### src/dtr_pkg.sv
// dtr_pkg: widths, fixed-point constants, the divider request type and
// the arctangent table shared by the resonator datapath.
// No dependencies.
package dtr_pkg;

  // field widths
  localparam int SampleW = 24;
  localparam int StateW  = 48;
  localparam int FreqW   = 17;
  localparam int DecayW  = 16;
  localparam int NyqW    = 17;

  // shared divider geometry
  localparam int DivNumW = 60;
  localparam int DivDenW = 38;
  localparam int DivQW   = 31;
  localparam int DivCntW = 5;

  // cordic geometry
  localparam int CordW     = 34;
  localparam int CordSteps = 30;

  // fixed-point constants
  localparam logic [28:0] QScale    = 29'd500049222;
  localparam logic [37:0] QFloor    = 38'd6554;
  localparam logic [31:0] PiQ30     = 32'd3373259426;
  localparam logic [31:0] HalfPiQ30 = 32'd1686629713;
  localparam logic [30:0] OneQ30    = 31'd1073741824;
  localparam logic [29:0] KInvQ30   = 30'd652032874;
  localparam logic [31:0] OneQ28    = 32'd268435456;
  localparam logic [16:0] NyqReset  = 17'd24000;

  // request to the shared divider
  typedef struct packed {
    logic                 start;
    logic [DivNumW-1:0]   num;
    logic [DivDenW-1:0]   den;
    logic [DivCntW-1:0]   qbits;
  } dtr_div_req_t;

  // atan(2^-i) in Q2.30
  function automatic logic [29:0] dtr_atan(input logic [DivCntW-1:0] i);
    logic [29:0] r;
    case (i)
      5'd0:    r = 30'd843314857;
      5'd1:    r = 30'd497837829;
      5'd2:    r = 30'd263043837;
      5'd3:    r = 30'd133525159;
      5'd4:    r = 30'd67021687;
      5'd5:    r = 30'd33543516;
      5'd6:    r = 30'd16775851;
      5'd7:    r = 30'd8388437;
      5'd8:    r = 30'd4194283;
      5'd9:    r = 30'd2097149;
      default: r = 30'd1 << (5'd30 - i);
    endcase
    return r;
  endfunction

endpackage

### src/dtr_cordic.sv
// dtr_cordic: iterative rotation-mode cordic giving sin and cos of an angle
// in 0..pi (Q2.30), one iteration per cycle. Depends on dtr_pkg.
module dtr_cordic import dtr_pkg::*; (
  input  logic               clk_i,
  input  logic               rst_ni,
  input  logic               start_i,
  input  logic [31:0]        theta_i,
  output logic               done_o,
  output logic [30:0]        sin_o,
  output logic signed [31:0] cos_o
);

  localparam logic signed [CordW-1:0] OneS = CordW'(signed'({1'b0, OneQ30}));

  logic signed [CordW-1:0] x_q, y_q, z_q;
  logic [DivCntW-1:0]      i_q;
  logic                    flip_q;
  logic                    busy_q;
  logic                    done_q;

  logic signed [CordW-1:0] sx, sy, at;
  logic signed [CordW-1:0] xc;
  logic signed [CordW-1:0] xn;

  // shifted operands for this iteration
  always_comb begin
    sx = x_q >>> i_q;
    sy = y_q >>> i_q;
    at = $signed({4'b0, dtr_atan(i_q)});
  end

  // control
  always_ff @(posedge clk_i or negedge rst_ni) begin
    if (!rst_ni) begin
      busy_q <= 1'b0;
      done_q <= 1'b0;
      i_q    <= '0;
    end else begin
      done_q <= 1'b0;
      if (start_i) begin
        busy_q <= 1'b1;
        i_q    <= '0;
      end else if (busy_q) begin
        i_q <= i_q + 5'd1;
        if (i_q == 5'(CordSteps - 1)) begin
          busy_q <= 1'b0;
          done_q <= 1'b1;
        end
      end
    end
  end

  // rotation
  always_ff @(posedge clk_i) begin
    if (start_i) begin
      flip_q <= (theta_i > HalfPiQ30);
      z_q    <= (theta_i > HalfPiQ30) ? $signed({2'b0, PiQ30 - theta_i})
                                      : $signed({2'b0, theta_i});
      x_q    <= $signed({4'b0, KInvQ30});
      y_q    <= '0;
    end else if (busy_q) begin
      if (!z_q[CordW-1]) begin
        x_q <= x_q - sy;
        y_q <= y_q + sx;
        z_q <= z_q - at;
      end else begin
        x_q <= x_q + sy;
        y_q <= y_q - sx;
        z_q <= z_q + at;
      end
    end
  end

  // clamp and fold back to the upper quadrant
  always_comb begin
    if (y_q[CordW-1])    sin_o = '0;
    else if (y_q > OneS) sin_o = OneQ30;
    else                 sin_o = y_q[30:0];
    if (x_q > OneS)       xc = OneS;
    else if (x_q < -OneS) xc = -OneS;
    else                  xc = x_q;
    xn    = flip_q ? -xc : xc;
    cos_o = xn[31:0];
  end

  assign done_o = done_q;

endmodule

### config.mk
export PLATFORM = sky130hd
export DESIGN_NAME = dtr_cordic
export DESIGN_NICKNAME = d
export VERILOG_FILES = /design/src/dtr_pkg.sv /design/src/dtr_cordic.sv
export SDC_FILE = /design/constraint.sdc
export NUM_CORES = 1
export LEC_CHECK = 0
export BUFFER_PORTS_ARGS = -buffer_cell sky130_fd_sc_hd__buf_2
export CAP_MARGIN = 30
export CORE_UTILIZATION = 40
export DETAILED_ROUTE_END_ITERATION = 10
export HOLD_SLACK_MARGIN = 0.03
export PLACE_DENSITY = 0.67
export SLEW_MARGIN = 10
export SYNTH_ARGS = -nofsm -noshare
export SYNTH_HDL_FRONTEND = slang
export SYNTH_SLANG_ARGS = --single-unit
### constraint.sdc
create_clock -name clk_i -period 7.7 [get_ports clk_i]
set_input_delay 0 -clock clk_i [delete_from_list [all_inputs] [get_ports clk_i]]
set_output_delay 0 -clock clk_i [all_outputs]
set_load 0.005 [all_outputs]
==> run metrics <==
fill count 4,580; post-route clock period utilization 0.909; pin count of the biggest net entering global routing 64; Place WS 0.782 ns; CP arrival 7.28 ns; maximum VDD drop 0.000271 V; Fin Hold WS 0.0218 ns; max_cap viols 0; vias in the first global route 17,660; post-synthesis instance area 18,400 um^2; Pins Over Slew Limit 0; minimum clock period 7.00 ns; total power 10.9 mW; total routed wirelength 66,100 um; number of distinct library cells after synthesis 106; top flip-flop cell by instance count after synthesis dfxtp_1; leak pwr 8.23 nW; grt ovf 0; Max Freq 143 MHz; largest area contributor in the netlist mux4_2; final setup margin 0.700 ns; final hold violation count 0; Iter 0 DRT Violations 1,880; Hold Path Class in2reg; H-tree depth 3; die area 46,900 um^2; syn avg cell area 7.87 um^2; list of most frequent post-synthesis cells nor2_1 (253), a21oi_1 (200), nand2_1 (173); total negative slack 0 ns; Post-Synthesis Cells 2,338; register area share after synthesis 0.141; clk_lat worst skew 0.41 ns; RSZ-0062 raised after global routing false; most common cell in the synthesized netlist nor2_1; Inst Count DP 2,931; Max transition margin 0.306; HPWL Detailed 50,900 um; R2R Setup Slk 0.70 ns; Initial Utilization 0.405; final antenna-violating net count 0; Worst setup SP type flip-flop; clock sink count 110; critical path peak fanout 29; # diodes 0; Top-Level Pins 99; CTS Root Cell clkbuf_16; Min-Delay Endpoint z_q[31]; reg2reg end x_q[25]; Worst Setup End Kind flip-flop; Tot GR Track Use 0.277; gpl congestion 1.07; yosys warns 0; run status finished clean; R2R cell count 21; post-synthesis async set-or-reset flop share 0.0636; Initial DRT Pass Iterations 6; Die W 216 um; wire per inst 22.4 um; nets 2,500; Fin Clk Skew 0.00831 ns; via count 18,728; WHS Path Cells 3; die height 216 um; TritonCTS clock tree done; Final setup viols 0; share of cells above drive strength 1 0.138; global-route wire length before repair 102,000 um; post-synth top area share 0.0893; Buffers on Ports 98; synth top area cells mux4_2 (8.9%), ha_1 (7.5%), dfxtp_1 (7.4%); Worst-Margin Slew 1.02 ns; area of the core 45,400 um^2; PD cells 551 nW/um^2; Cell Count, Final, Fillers Out 2,956; drt drc 0; critical path type reg2reg; TritonCTS buffer count 9; post-CTS setup buffer count 0; hold path start theta_i[31]; RR Startpoint i_q[0]; row cnt 78; FF+latch count, synth 110; Synth Net Count 2,487; Reg clk slew, reported paths 0.08 ns; Via density 6.34; number of synthesized flops with an enable pin 35; Syn-to-layout area delta 7.45%; Data required, critical path 7.98 ns; initial antenna violation count 0; clk buf depth 2
==> final cells by class <==
| cell class | instances | area, um^2 | share of cell area |
|---|---|---|---|
| Clock buffer | 13 | 275 | 0.0139 |
| Clock inverter | 3 | 47.5 | 0.00240 |
| Inverter | 53 | 199 | 0.0101 |
| Multi-Input combinational cell | 2012 | 14900 | 0.752 |
| Sequential cell | 110 | 2600 | 0.132 |
| Tap cell | 600 | 751 | 0.0380 |
| Timing Repair Buffer | 165 | 1040 | 0.0524 |
==> power by group <==
group / total (mW) / switching [mW] / internal (mW)
Combinational: 8.90 / 4.92 / 3.98
Sequential: 1.46 / 0.527 / 0.931
Clock: 0.542 / 0.254 / 0.287
Total: 10.9 / 5.70 / 5.20
==> critical path: stages, from the launching register on <==
cell,delay [ns]
dfrtp_4,0.68
buf_4,0.47
mux4_2,0.60
mux4_2,0.60
a211oi_4,0.40
o31ai_1,0.17
nor3_2,0.38
and2_1,0.22
a21oi_1,0.08
xnor2_1,0.16
ha_1,0.36
a2111oi_0,0.42
o21ai_0,0.22
a41oi_1,0.52
o41ai_1,0.22
a21oi_1,0.37
o21ai_0,0.16
a21o_1,0.22
a21o_1,0.18
a21oi_1,0.17
xor2_1,0.18
o21ai_0,0.09
==> state kept, by name, indices dropped and copies added, names as in the netlist <==
signal  cells
busy_q      1
y_q        34
x_q        34
flip_q      1
z_q        34
done_o      1
i_q         5
==> timing repair <==
item                                   CTS  global route
endpoints found under the hold margin   14             0
hold buffers                             8             0
setup endpoints to repair                0             1
resized for setup                        0             1
==> how the worst max path moves through the flow <==
stage,from,end,depth (start not counted)
after floorplan,i_q[0],z_q[32],30
after global placement,i_q[0],x_q[25],22
after detailed placement,i_q[0],x_q[25],22
after CTS,i_q[0],x_q[25],22
after global routing,i_q[0],y_q[29],23
final,i_q[0],x_q[25],21
==> per-layer routing <==
| layer | GRT usage | vias up | part of all wire |
|---|---|---|---|
| met1 | 0.351 | 9038 | 0.42 |
| met4 | 0.107 | 0 | 0.038 |
| met5 | 0 | - | 0 |
| met3 | 0.0488 | 146 | 0.066 |
| li1 | - | 8783 | - |
| met2 | 0.465 | 761 | 0.47 |
==> kinds of logic after synthesis <==
kind of cell               synth area share
and+or+nand+nor                       0.206
xor gates and xnor gates              0.106
DFF                                   0.141
AOI/OAI and AO/OA                     0.265
buffers and inverters                0.0530
adders and majority gates            0.0787
muxes                                 0.150
==> cells in the final DEF (no fill, tap or decap), types with 68 or more instances in the layout <==
cell     Yosys  final
o21ai_0    129    129
nor2_1     253    253
mux4_2      73     73
mux2i_1     68     68
xnor2_1    115    115
buf_2       31     97
a21o_1      68     68
a21oi_1    200    200
dfxtp_1     68     68
nand2_1    173    173
ha_1       111    111
xor2_1     107    107
==> per-stage QoR <==
stage / utilization / area, um^2
floorplan: - / 18400
global placement: 0.426 / 19300
global route: 0.436 / 19800
finish: 0.436 / 19800
CTS: 0.435 / 19800
detailed placement: 0.427 / 19400
(Power assumes the default switching activity.)
