**src/dtr_pkg.sv**
```systemverilog
// dtr_pkg: widths, fixed-point constants, the divider request type and
// the arctangent table shared by the resonator datapath.
// No dependencies.
package dtr_pkg;

  // field widths
  localparam int SampleW = 24;
  localparam int StateW  = 48;
  localparam int FreqW   = 17;
  localparam int DecayW  = 16;
  localparam int NyqW    = 17;

  // shared divider geometry
  localparam int DivNumW = 60;
  localparam int DivDenW = 38;
  localparam int DivQW   = 31;
  localparam int DivCntW = 5;

  // cordic geometry
  localparam int CordW     = 34;
  localparam int CordSteps = 30;

  // fixed-point constants
  localparam logic [28:0] QScale    = 29'd500049222;
  localparam logic [37:0] QFloor    = 38'd6554;
  localparam logic [31:0] PiQ30     = 32'd3373259426;
  localparam logic [31:0] HalfPiQ30 = 32'd1686629713;
  localparam logic [30:0] OneQ30    = 31'd1073741824;
  localparam logic [29:0] KInvQ30   = 30'd652032874;
  localparam logic [31:0] OneQ28    = 32'd268435456;
  localparam logic [16:0] NyqReset  = 17'd24000;

  // request to the shared divider
  typedef struct packed {
    logic                 start;
    logic [DivNumW-1:0]   num;
    logic [DivDenW-1:0]   den;
    logic [DivCntW-1:0]   qbits;
  } dtr_div_req_t;

  // atan(2^-i) in Q2.30
  function automatic logic [29:0] dtr_atan(input logic [DivCntW-1:0] i);
    logic [29:0] r;
    case (i)
      5'd0:    r = 30'd843314857;
      5'd1:    r = 30'd497837829;
      5'd2:    r = 30'd263043837;
      5'd3:    r = 30'd133525159;
      5'd4:    r = 30'd67021687;
      5'd5:    r = 30'd33543516;
      5'd6:    r = 30'd16775851;
      5'd7:    r = 30'd8388437;
      5'd8:    r = 30'd4194283;
      5'd9:    r = 30'd2097149;
      default: r = 30'd1 << (5'd30 - i);
    endcase
    return r;
  endfunction

endpackage

```
**src/dtr_div.sv**
```systemverilog
// dtr_div: unsigned restoring divider, one quotient bit per cycle.
// The caller gives the quotient width; the dividend must fit below den*2^qbits.
// Depends on dtr_pkg.
module dtr_div import dtr_pkg::*; (
  input  logic               clk_i,
  input  logic               rst_ni,
  input  dtr_div_req_t       req_i,
  output logic               done_o,
  output logic [DivQW-1:0]   quot_o
);

  logic [DivDenW-1:0] rem_q;
  logic [DivNumW-1:0] low_q;
  logic [DivDenW-1:0] den_q;
  logic [DivQW-1:0]   quot_q;
  logic [DivCntW-1:0] cnt_q;
  logic               busy_q;
  logic               done_q;

  logic [DivNumW-1:0] num_hi;
  logic [DivDenW:0]   trial;
  logic [DivDenW:0]   diff;
  logic               ge;

  // one restoring step
  always_comb begin
    num_hi = req_i.num >> req_i.qbits;
    trial  = {rem_q, low_q[DivNumW-1]};
    diff   = trial - {1'b0, den_q};
    ge     = (trial >= {1'b0, den_q});
  end

  // control
  always_ff @(posedge clk_i or negedge rst_ni) begin
    if (!rst_ni) begin
      busy_q <= 1'b0;
      done_q <= 1'b0;
      cnt_q  <= '0;
    end else begin
      done_q <= 1'b0;
      if (req_i.start) begin
        busy_q <= 1'b1;
        cnt_q  <= req_i.qbits;
      end else if (busy_q) begin
        cnt_q <= cnt_q - 5'd1;
        if (cnt_q == 5'd1) begin
          busy_q <= 1'b0;
          done_q <= 1'b1;
        end
      end
    end
  end

  // datapath
  always_ff @(posedge clk_i) begin
    if (req_i.start) begin
      rem_q  <= num_hi[DivDenW-1:0];
      low_q  <= req_i.num << (6'd60 - {1'b0, req_i.qbits});
      den_q  <= req_i.den;
      quot_q <= '0;
    end else if (busy_q) begin
      rem_q  <= ge ? diff[DivDenW-1:0] : trial[DivDenW-1:0];
      low_q  <= low_q << 1;
      quot_q <= {quot_q[DivQW-2:0], ge};
    end
  end

  assign done_o = done_q;
  assign quot_o = quot_q;

endmodule

```
**config.mk**
```make
export PLATFORM = sky130hd
export DESIGN_NAME = dtr_div
export DESIGN_NICKNAME = d
export VERILOG_FILES = /design/src/dtr_pkg.sv /design/src/dtr_div.sv
export SDC_FILE = /design/constraint.sdc
export NUM_CORES = 1
export LEC_CHECK = 0
export BUFFER_PORTS_ARGS = -buffer_cell sky130_fd_sc_hd__buf_4
export CORE_MARGIN = 10
export CORE_UTILIZATION = 30
export CTS_CLUSTER_SIZE = 10
export DETAILED_ROUTE_END_ITERATION = 16
export GPL_ROUTABILITY_DRIVEN = 0
export HOLD_SLACK_MARGIN = 0.15
export PLACE_DENSITY_LB_ADDON = 0.3
export SYNTH_ARGS = -nofsm -noshare
export SYNTH_HDL_FRONTEND = slang
export SYNTH_SLANG_ARGS = --single-unit
```
**constraint.sdc**
```tcl
create_clock -name clk_i -period 3.6 [get_ports clk_i]
set_clock_uncertainty 0.15 [all_clocks]
set_input_delay 0 -clock clk_i [delete_from_list [all_inputs] [get_ports clk_i]]
set_output_delay 0 -clock clk_i [all_outputs]
set_load 0.05 [all_outputs]
```
==> results of run 1 <==
power by group:
part           internal, mW  switching (mW)
sequential             2.66           0.230
combinational          2.43            3.33
clock                 0.950            1.01
registers in the layout, summed over array words and instances, names as in the netlist:
name    flops
busy_q      1
cnt_q       5
den_q      38
done_o      1
low_q      60
quot_o     31
rem_q      38
critical path, cell delays in order (launching register included):
cell and delay, ps:
edfxtp_1 420, ha_1 330, buf_4 170, a21oi_1 230, o21bai_1 90, a21o_1 220, a211oi_1 420, o311a_1 390
o31a_2 390, buf_4 250, nand2_1 90, a31oi_1 180
layout by cell type (no fill, tap or decap), drive strengths merged, types with 17 or more instances in the layout:
master,netlist,routed
nand2,230,230
buf,92,209
mux2i,160,160
edfxtp,136,136
nor2,134,134
o21ai,103,103
a21oi,95,95
mux4,89,89
dlygate4sd3,0,86
inv,60,69
ha,41,41
mux2,32,32
a211oi,32,32
dfxtp,31,31
xnor2,29,29
a31oi,25,25
o2bb2ai,21,21
o221ai,21,21
nand3,19,19
o211ai,19,19
nor3,19,19
nor2b,18,18
a21o,17,17
clkbuf,44,17
worst max path at each step:
stage / depth (start not counted) / slack, ps / endpoint
2_1_floorplan: 16 / 520 / low_q[49]$_DFFE_PP_
3_3_place_gp: 10 / 60 / rem_q[6]$_DFFE_PP_
3_5_place_dp: 10 / -10 / rem_q[13]$_DFFE_PP_
4_1_cts: 10 / 20 / rem_q[13]$_DFFE_PP_
5_1_grt: 11 / 2 / rem_q[7]$_DFFE_PP_
6_report: 11 / 120 / rem_q[20]$_DFFE_PP_
per-layer routing:
layer	share of wire [%]	GRT usage, %	vias up	wire length (um)
li1	-	-	6583	-
met1	48	25.53	6992	25770
met2	43	24.45	638	22990
met3	7.5	3.149	63	4013
met4	1.9	4.545	0	996
met5	0	0	-	0
repair_timing:
item / 4_1_cts / 5_1_grt
cloned: 0 / 1
pin swaps: 1 / 1
endpoints found under the hold margin: 116 / 0
setup buffers: 0 / 0
hold buffers: 86 / 0
setup endpoints to repair: 4 / 23
resized for setup: 0 / 1
stage by stage:
stage | cells | hold WS, ps | setup TNS, ps
floorplan | 1649 | -445.6 | 0
global placement | 2402 | -333.4 | 0
detailed placement | 2402 | -331.8 | -11.98
CTS | 2520 | 151.2 | 0
global route | 2521 | 171.6 | 0
finish | 2521 | 188.1 | 0
layout make-up:
cell class,instances,area (um^2)
well taps,680,850.8
clock buffers,17,425.4
clock inverters,15,191.4
flip-flops and latches,174,4881
inverters,60,225.2
fillers,5267,32500
multi-input cells,1280,9938
repair buffers,295,2496
cell families (layout without fill, tap and decap cells):
| group | Yosys count | count (layout) |
|---|---|---|
| AND/OR/NAND/NOR | 499 | 499 |
| AO/OA/AOI/OAI | 417 | 418 |
| multiplexers | 281 | 281 |
| buffers and inverters | 196 | 387 |
| flip-flops | 174 | 174 |
| adder cells (fa/ha/maj) | 42 | 42 |
| XOR/XNOR | 39 | 39 |
| other | 1 | 1 |
==> results.toml, run 1 <==
[timing]
setup_ws_ps = 119.6
max_slew_margin_pct = 12.48
setup_viol = 0
fmax_mhz = 287.3
hold_violations = 0
fin_crit_sh_pct = 96.68
period_minus_slack_ps = 3480
worst_pin_slew_ps = 1306
rsz0062_at_grt = "false"
slew_viol_final = 0

[floorplanning]
core_area_um2 = 51510
top_level_ports = 138
die_w_um = 248.3
row_count = 83
dieArea_um2 = 61670
start_util_pct = 30.37
die_y_um = 248.3

[finish]
areaGrowthSynthToFinish_pct = 21.53
stdcell_area_um2 = 19010
layout.nets = 1976
drive_gt1_share_pct = 21.84
final_core_util_pct = 36.90
num_antenna_cells = 0

[routing]
ant_nets = 0
drcViolationCount = 0
dr_total_vias = 14276
drtIter0Drc = 1563
dr.pass1.iters = 6
vias_per_cell = 5.663
wl_per_cell_um = 21.33
totalWireLength_um = 53770

[global_route]
grt-ovfl-total = 0
grt_pass1_wl_um = 81780
grt_use_total_pct = 17.04
antenna_found_initial = 0
grt_max_degree = 65
grt_pass1_vias = 13467

[yosys]
synthSimpleGateAreaFrac_pct = 14.11
syn_area_um2 = 15640
avgSynthCellArea_um2 = 9.485
synthTopCellsByArea = "edfxtp_1, mux4_2, mux2i_1"
synth_compound_area_share_pct = 17.97
synth_xor_xnor_area_share_pct = 2.232
yosysTopAreaCellShare_pct = 26.11
synthesis.nets = 1797
synth_commonest_cells = "nand2_1, mux2i_1, edfxtp_1, nor2_1, o21ai_0"
syn-instance-count = 1649
muxShareOfSynthArea_pct = 25.36
ys_types = 92
synth-edff-count = 136
yosys_warnings = 0
seq_area_frac_synth_pct = 31.20
synth_adder_area_share_pct = 3.408
yosysTopAreaCell = "edfxtp_1"
ys_seq_elements = 174
synth_most_common_cell = "nand2_1"
async_reset_ff_share_pct = 4.023
synth_top_family_by_area = "multiplexers"
synth-main-ff-cell = "edfxtp_1"

[worst_setup_path]
startpoint_type = "flip-flop"
reg2reg_slack_ps = 120
cp_max_fo = 13
startpoint = "rem_q[31]$_DFFE_PP_"
worst-setup-path-type = "reg -> reg"
reg2reg_depth = 11
r2r_end = "rem_q[20]$_DFFE_PP_"
cp_data_arrival_time_ps = 3670
reg2reg_from = "rem_q[31]$_DFFE_PP_"
endpoint_kind = "flip-flop"
required_ps = 3790

[clock_tree]
htree_levels = 4
cts_root_buf = "clkbuf_16"
cts.sinks = 174
cts_tree = "built"
cts-buffers-inserted = 17
clkLatencyLatePin_ps = 490
clk_pin_slew_ps = 80
cts_buffer_depth = 2

[power_and_ir_drop]
total_power_mw = 10.62
powerDensity_nw_per_um2 = 558.5
ir_drop_mv = 0.2919
leakage_nw = 7.844

[min_path]
worstHoldPathCells = 2
hold_path.startpoint = "req_i[5]"
hp-class = "in -> reg"
hold_end = "den_q[0]$_DFFE_PP_"

[outcome]
status = "complete, no violations"

[place]
dp_worst_setup_slack_ps = -11.62
dp_hpwl_um = 40880
placed_area_um2 = 17520
port_buffers = 137

[flow_run]
drv_cap = 0
(Power assumes the default switching activity.)
==> inputs of run 2 (changes only) <==
==> constraint.sdc (replaced) <==
create_clock -name clk_i -period 3.7 [get_ports clk_i]
set_clock_uncertainty 0.15 [all_clocks]
set_input_delay 0 -clock clk_i [delete_from_list [all_inputs] [get_ports clk_i]]
set_output_delay 0 -clock clk_i [all_outputs]
set_load 0.05 [all_outputs]
==> run 2 against run 1 <==
Compared with the run above: critical path depth increased by 3; largest cell class unchanged; total power shrank 6.5%; highest routed layer unchanged; clock power is 5% lower; register-to-register slack better by 130 ps; final area fell by 1.3%; global-route usage about the same; setup slack gained 7.7 ps; largest power group unchanged; critical endpoint is now low_q[59]$_DFFE_PP_.
==> results.toml, run 2 (same netlist as run 1, synthesis figures left out) <==
[outcome]
status = "complete, no violations"

[floorplanning]
die_y_um = 248.3
die_w_um = 248.3
top_level_ports = 138
dieArea_um2 = 61670
core_area_um2 = 51510
start_util_pct = 30.37
row_count = 83

[finish]
largest-register = "low_q"
areaGrowthSynthToFinish_pct = 19.97
drive_gt1_share_pct = 20.19
final_cell_mix = "nand2_1, buf_4, mux2i_1"
stdcell_area_um2 = 18760
layout.nets = 1943
nFillCells = 5283
reg.largest.list = "low_q x60, den_q x38, rem_q x38"
fin_cells = 2489
largest_register_ffs = 60
multi_input_area_um2 = 9925
regArea_um2 = 4881
final_core_util_pct = 36.43
mostFrequentLayoutCell = "nand2_1"

[worst_setup_path]
startpoint_type = "primary input"
worst-setup-path-type = "in -> reg"
required_ps = 3670
cp_common_cell = "o21ai_0"
endpoint_kind = "flip-flop"
cp_max_fo = 13
slowest_stage = "dlygate4sd3_1"
cp_data_arrival_time_ps = 3540
path_buf_inv = 6
max_stage_delay_ps = 570
cp_top_family = "buffers and inverters"
crit_chain = "dlygate4sd3_1 -> buf_6 -> inv_2 -> ha_2 -> mux2_2 -> o21ai_0 -> dlygate4sd3_1 -> buf_4 -> o21ai_0 -> o21ai_0 -> buf_4 -> nor2_1 -> a21oi_1 -> o221ai_1"

[timing]
rsz0062_at_grt = "false"
setup_ws_ps = 127.3
fmax_mhz = 279.9
period_minus_slack_ps = 3573
setup_viol = 0
max_slew_margin_pct = 20.95
fin_crit_sh_pct = 96.56
slew_viol_final = 0
whs_ps = 203.5
hold_violations = 0
tns_ps = 0
worst_pin_slew_ps = 1180

[min_path]
hp-class = "in -> reg"

[clock_tree]
cts_tree = "built"
cts.sinks = 174
htree_levels = 4
clk_pin_slew_ps = 70
clkLatencyLatePin_ps = 500
cts.repair.resized = 0
cts.hold.buffers_added = 89
cts_buffer_depth = 2
cts-buffers-inserted = 17
cts_root_buf = "clkbuf_16"
cts_setup_buffers = 0

[routing]
ant_nets = 0
drcViolationCount = 0
vias_per_cell = 5.656
totalWireLength_um = 53010
drtIter0Drc = 1521
dr_total_vias = 14079
dr.pass1.iters = 6
wl_per_cell_um = 21.30

[place]
dp_worst_setup_slack_ps = 262.7
placed_area_um2 = 17280
port_buffers = 137
dp_cells = 2367
dp_hpwl_um = 39910

[global_route]
grt_max_degree = 62
grt-ovfl-total = 0
grt_use_total_pct = 17.00
grt_pass1_wl_um = 81360
grt_pass1_vias = 13342
antenna_found_initial = 1

[power_and_ir_drop]
powerDensity_nw_per_um2 = 529.2
leakage_nw = 7.696
switching_power_mw = 4.215
sw_frac_of_total_pct = 42.45
total_power_mw = 9.930
seqPwrFrac_pct = 28.3
ir_drop_mv = 0.3173
p_clk_share_pct = 18.7
intPower_mw = 5.714
comb_power_share_pct = 53.0

[flow_run]
drv_cap = 0
## run 2: cell types whose count changed in the layout (fill, tap and decap cells not counted), sizes merged
cell,delta
buf,-35
clkbuf,+3
dlygate4sd3,+3
clkinv,-2
diode,+1
inv,-1
o31ai,-1
## run 2: worst paths after layout
kind / startpoint / end / slack [ps] / depth (start not counted)
min in group asynchronous: rst_ni / done_o$_DFF_PN0_ / 360 / 3
worst max register to register: rem_q[23]$_DFFE_PP_ / rem_q[20]$_DFFE_PP_ / 250 / 10
worst max-delay path: req_i[0] / low_q[59]$_DFFE_PP_ / 130 / 14
max in group asynchronous: rst_ni / busy_q$_DFF_PN0_ / 2780 / 3
worst min-delay path: req_i[1] / rem_q[35]$_DFFE_PP_ / 200 / 7
worst min register to register: quot_o[30]$_SDFFE_PP0P_ / quot_o[30]$_SDFFE_PP0P_ / 360 / 2
## run 2: tightest hold or removal path: cells and delay by family
| kind | cells | cell delay, ps |
|---|---|---|
| AND/OR/NAND/NOR | 2 | 200 |
| AO/OA/AOI/OAI | 3 | 290 |
| buffers and inverters | 2 | 180 |
## run 2: cell type report
type	count	area share [%]
flip-flops and latches	174	26.01
inverters	60	1.200
well taps	680	4.534
multi-input cells	1279	52.89
clock inverters	12	0.5935
diodes	1	0.01334
repair buffers	263	12.20
clock buffers	20	2.561
## run 2: metal layers
metal	track usage, %	share of wire [%]
met1	25.26	48
met2	23.64	42
met3	3.952	8.0
met4	5.418	2.0
met5	0	0
## run 2: power by group through the flow
stage	Combinational, mW	Sequential (mW)	Clock (mW)
final	5.26	2.81	1.86
after global routing	5.74	2.85	1.99
after CTS	5.19	2.81	1.92
after detailed placement	5.08	2.84	0
after global placement	5.07	2.84	0
after floorplan	3.85	2.78	0
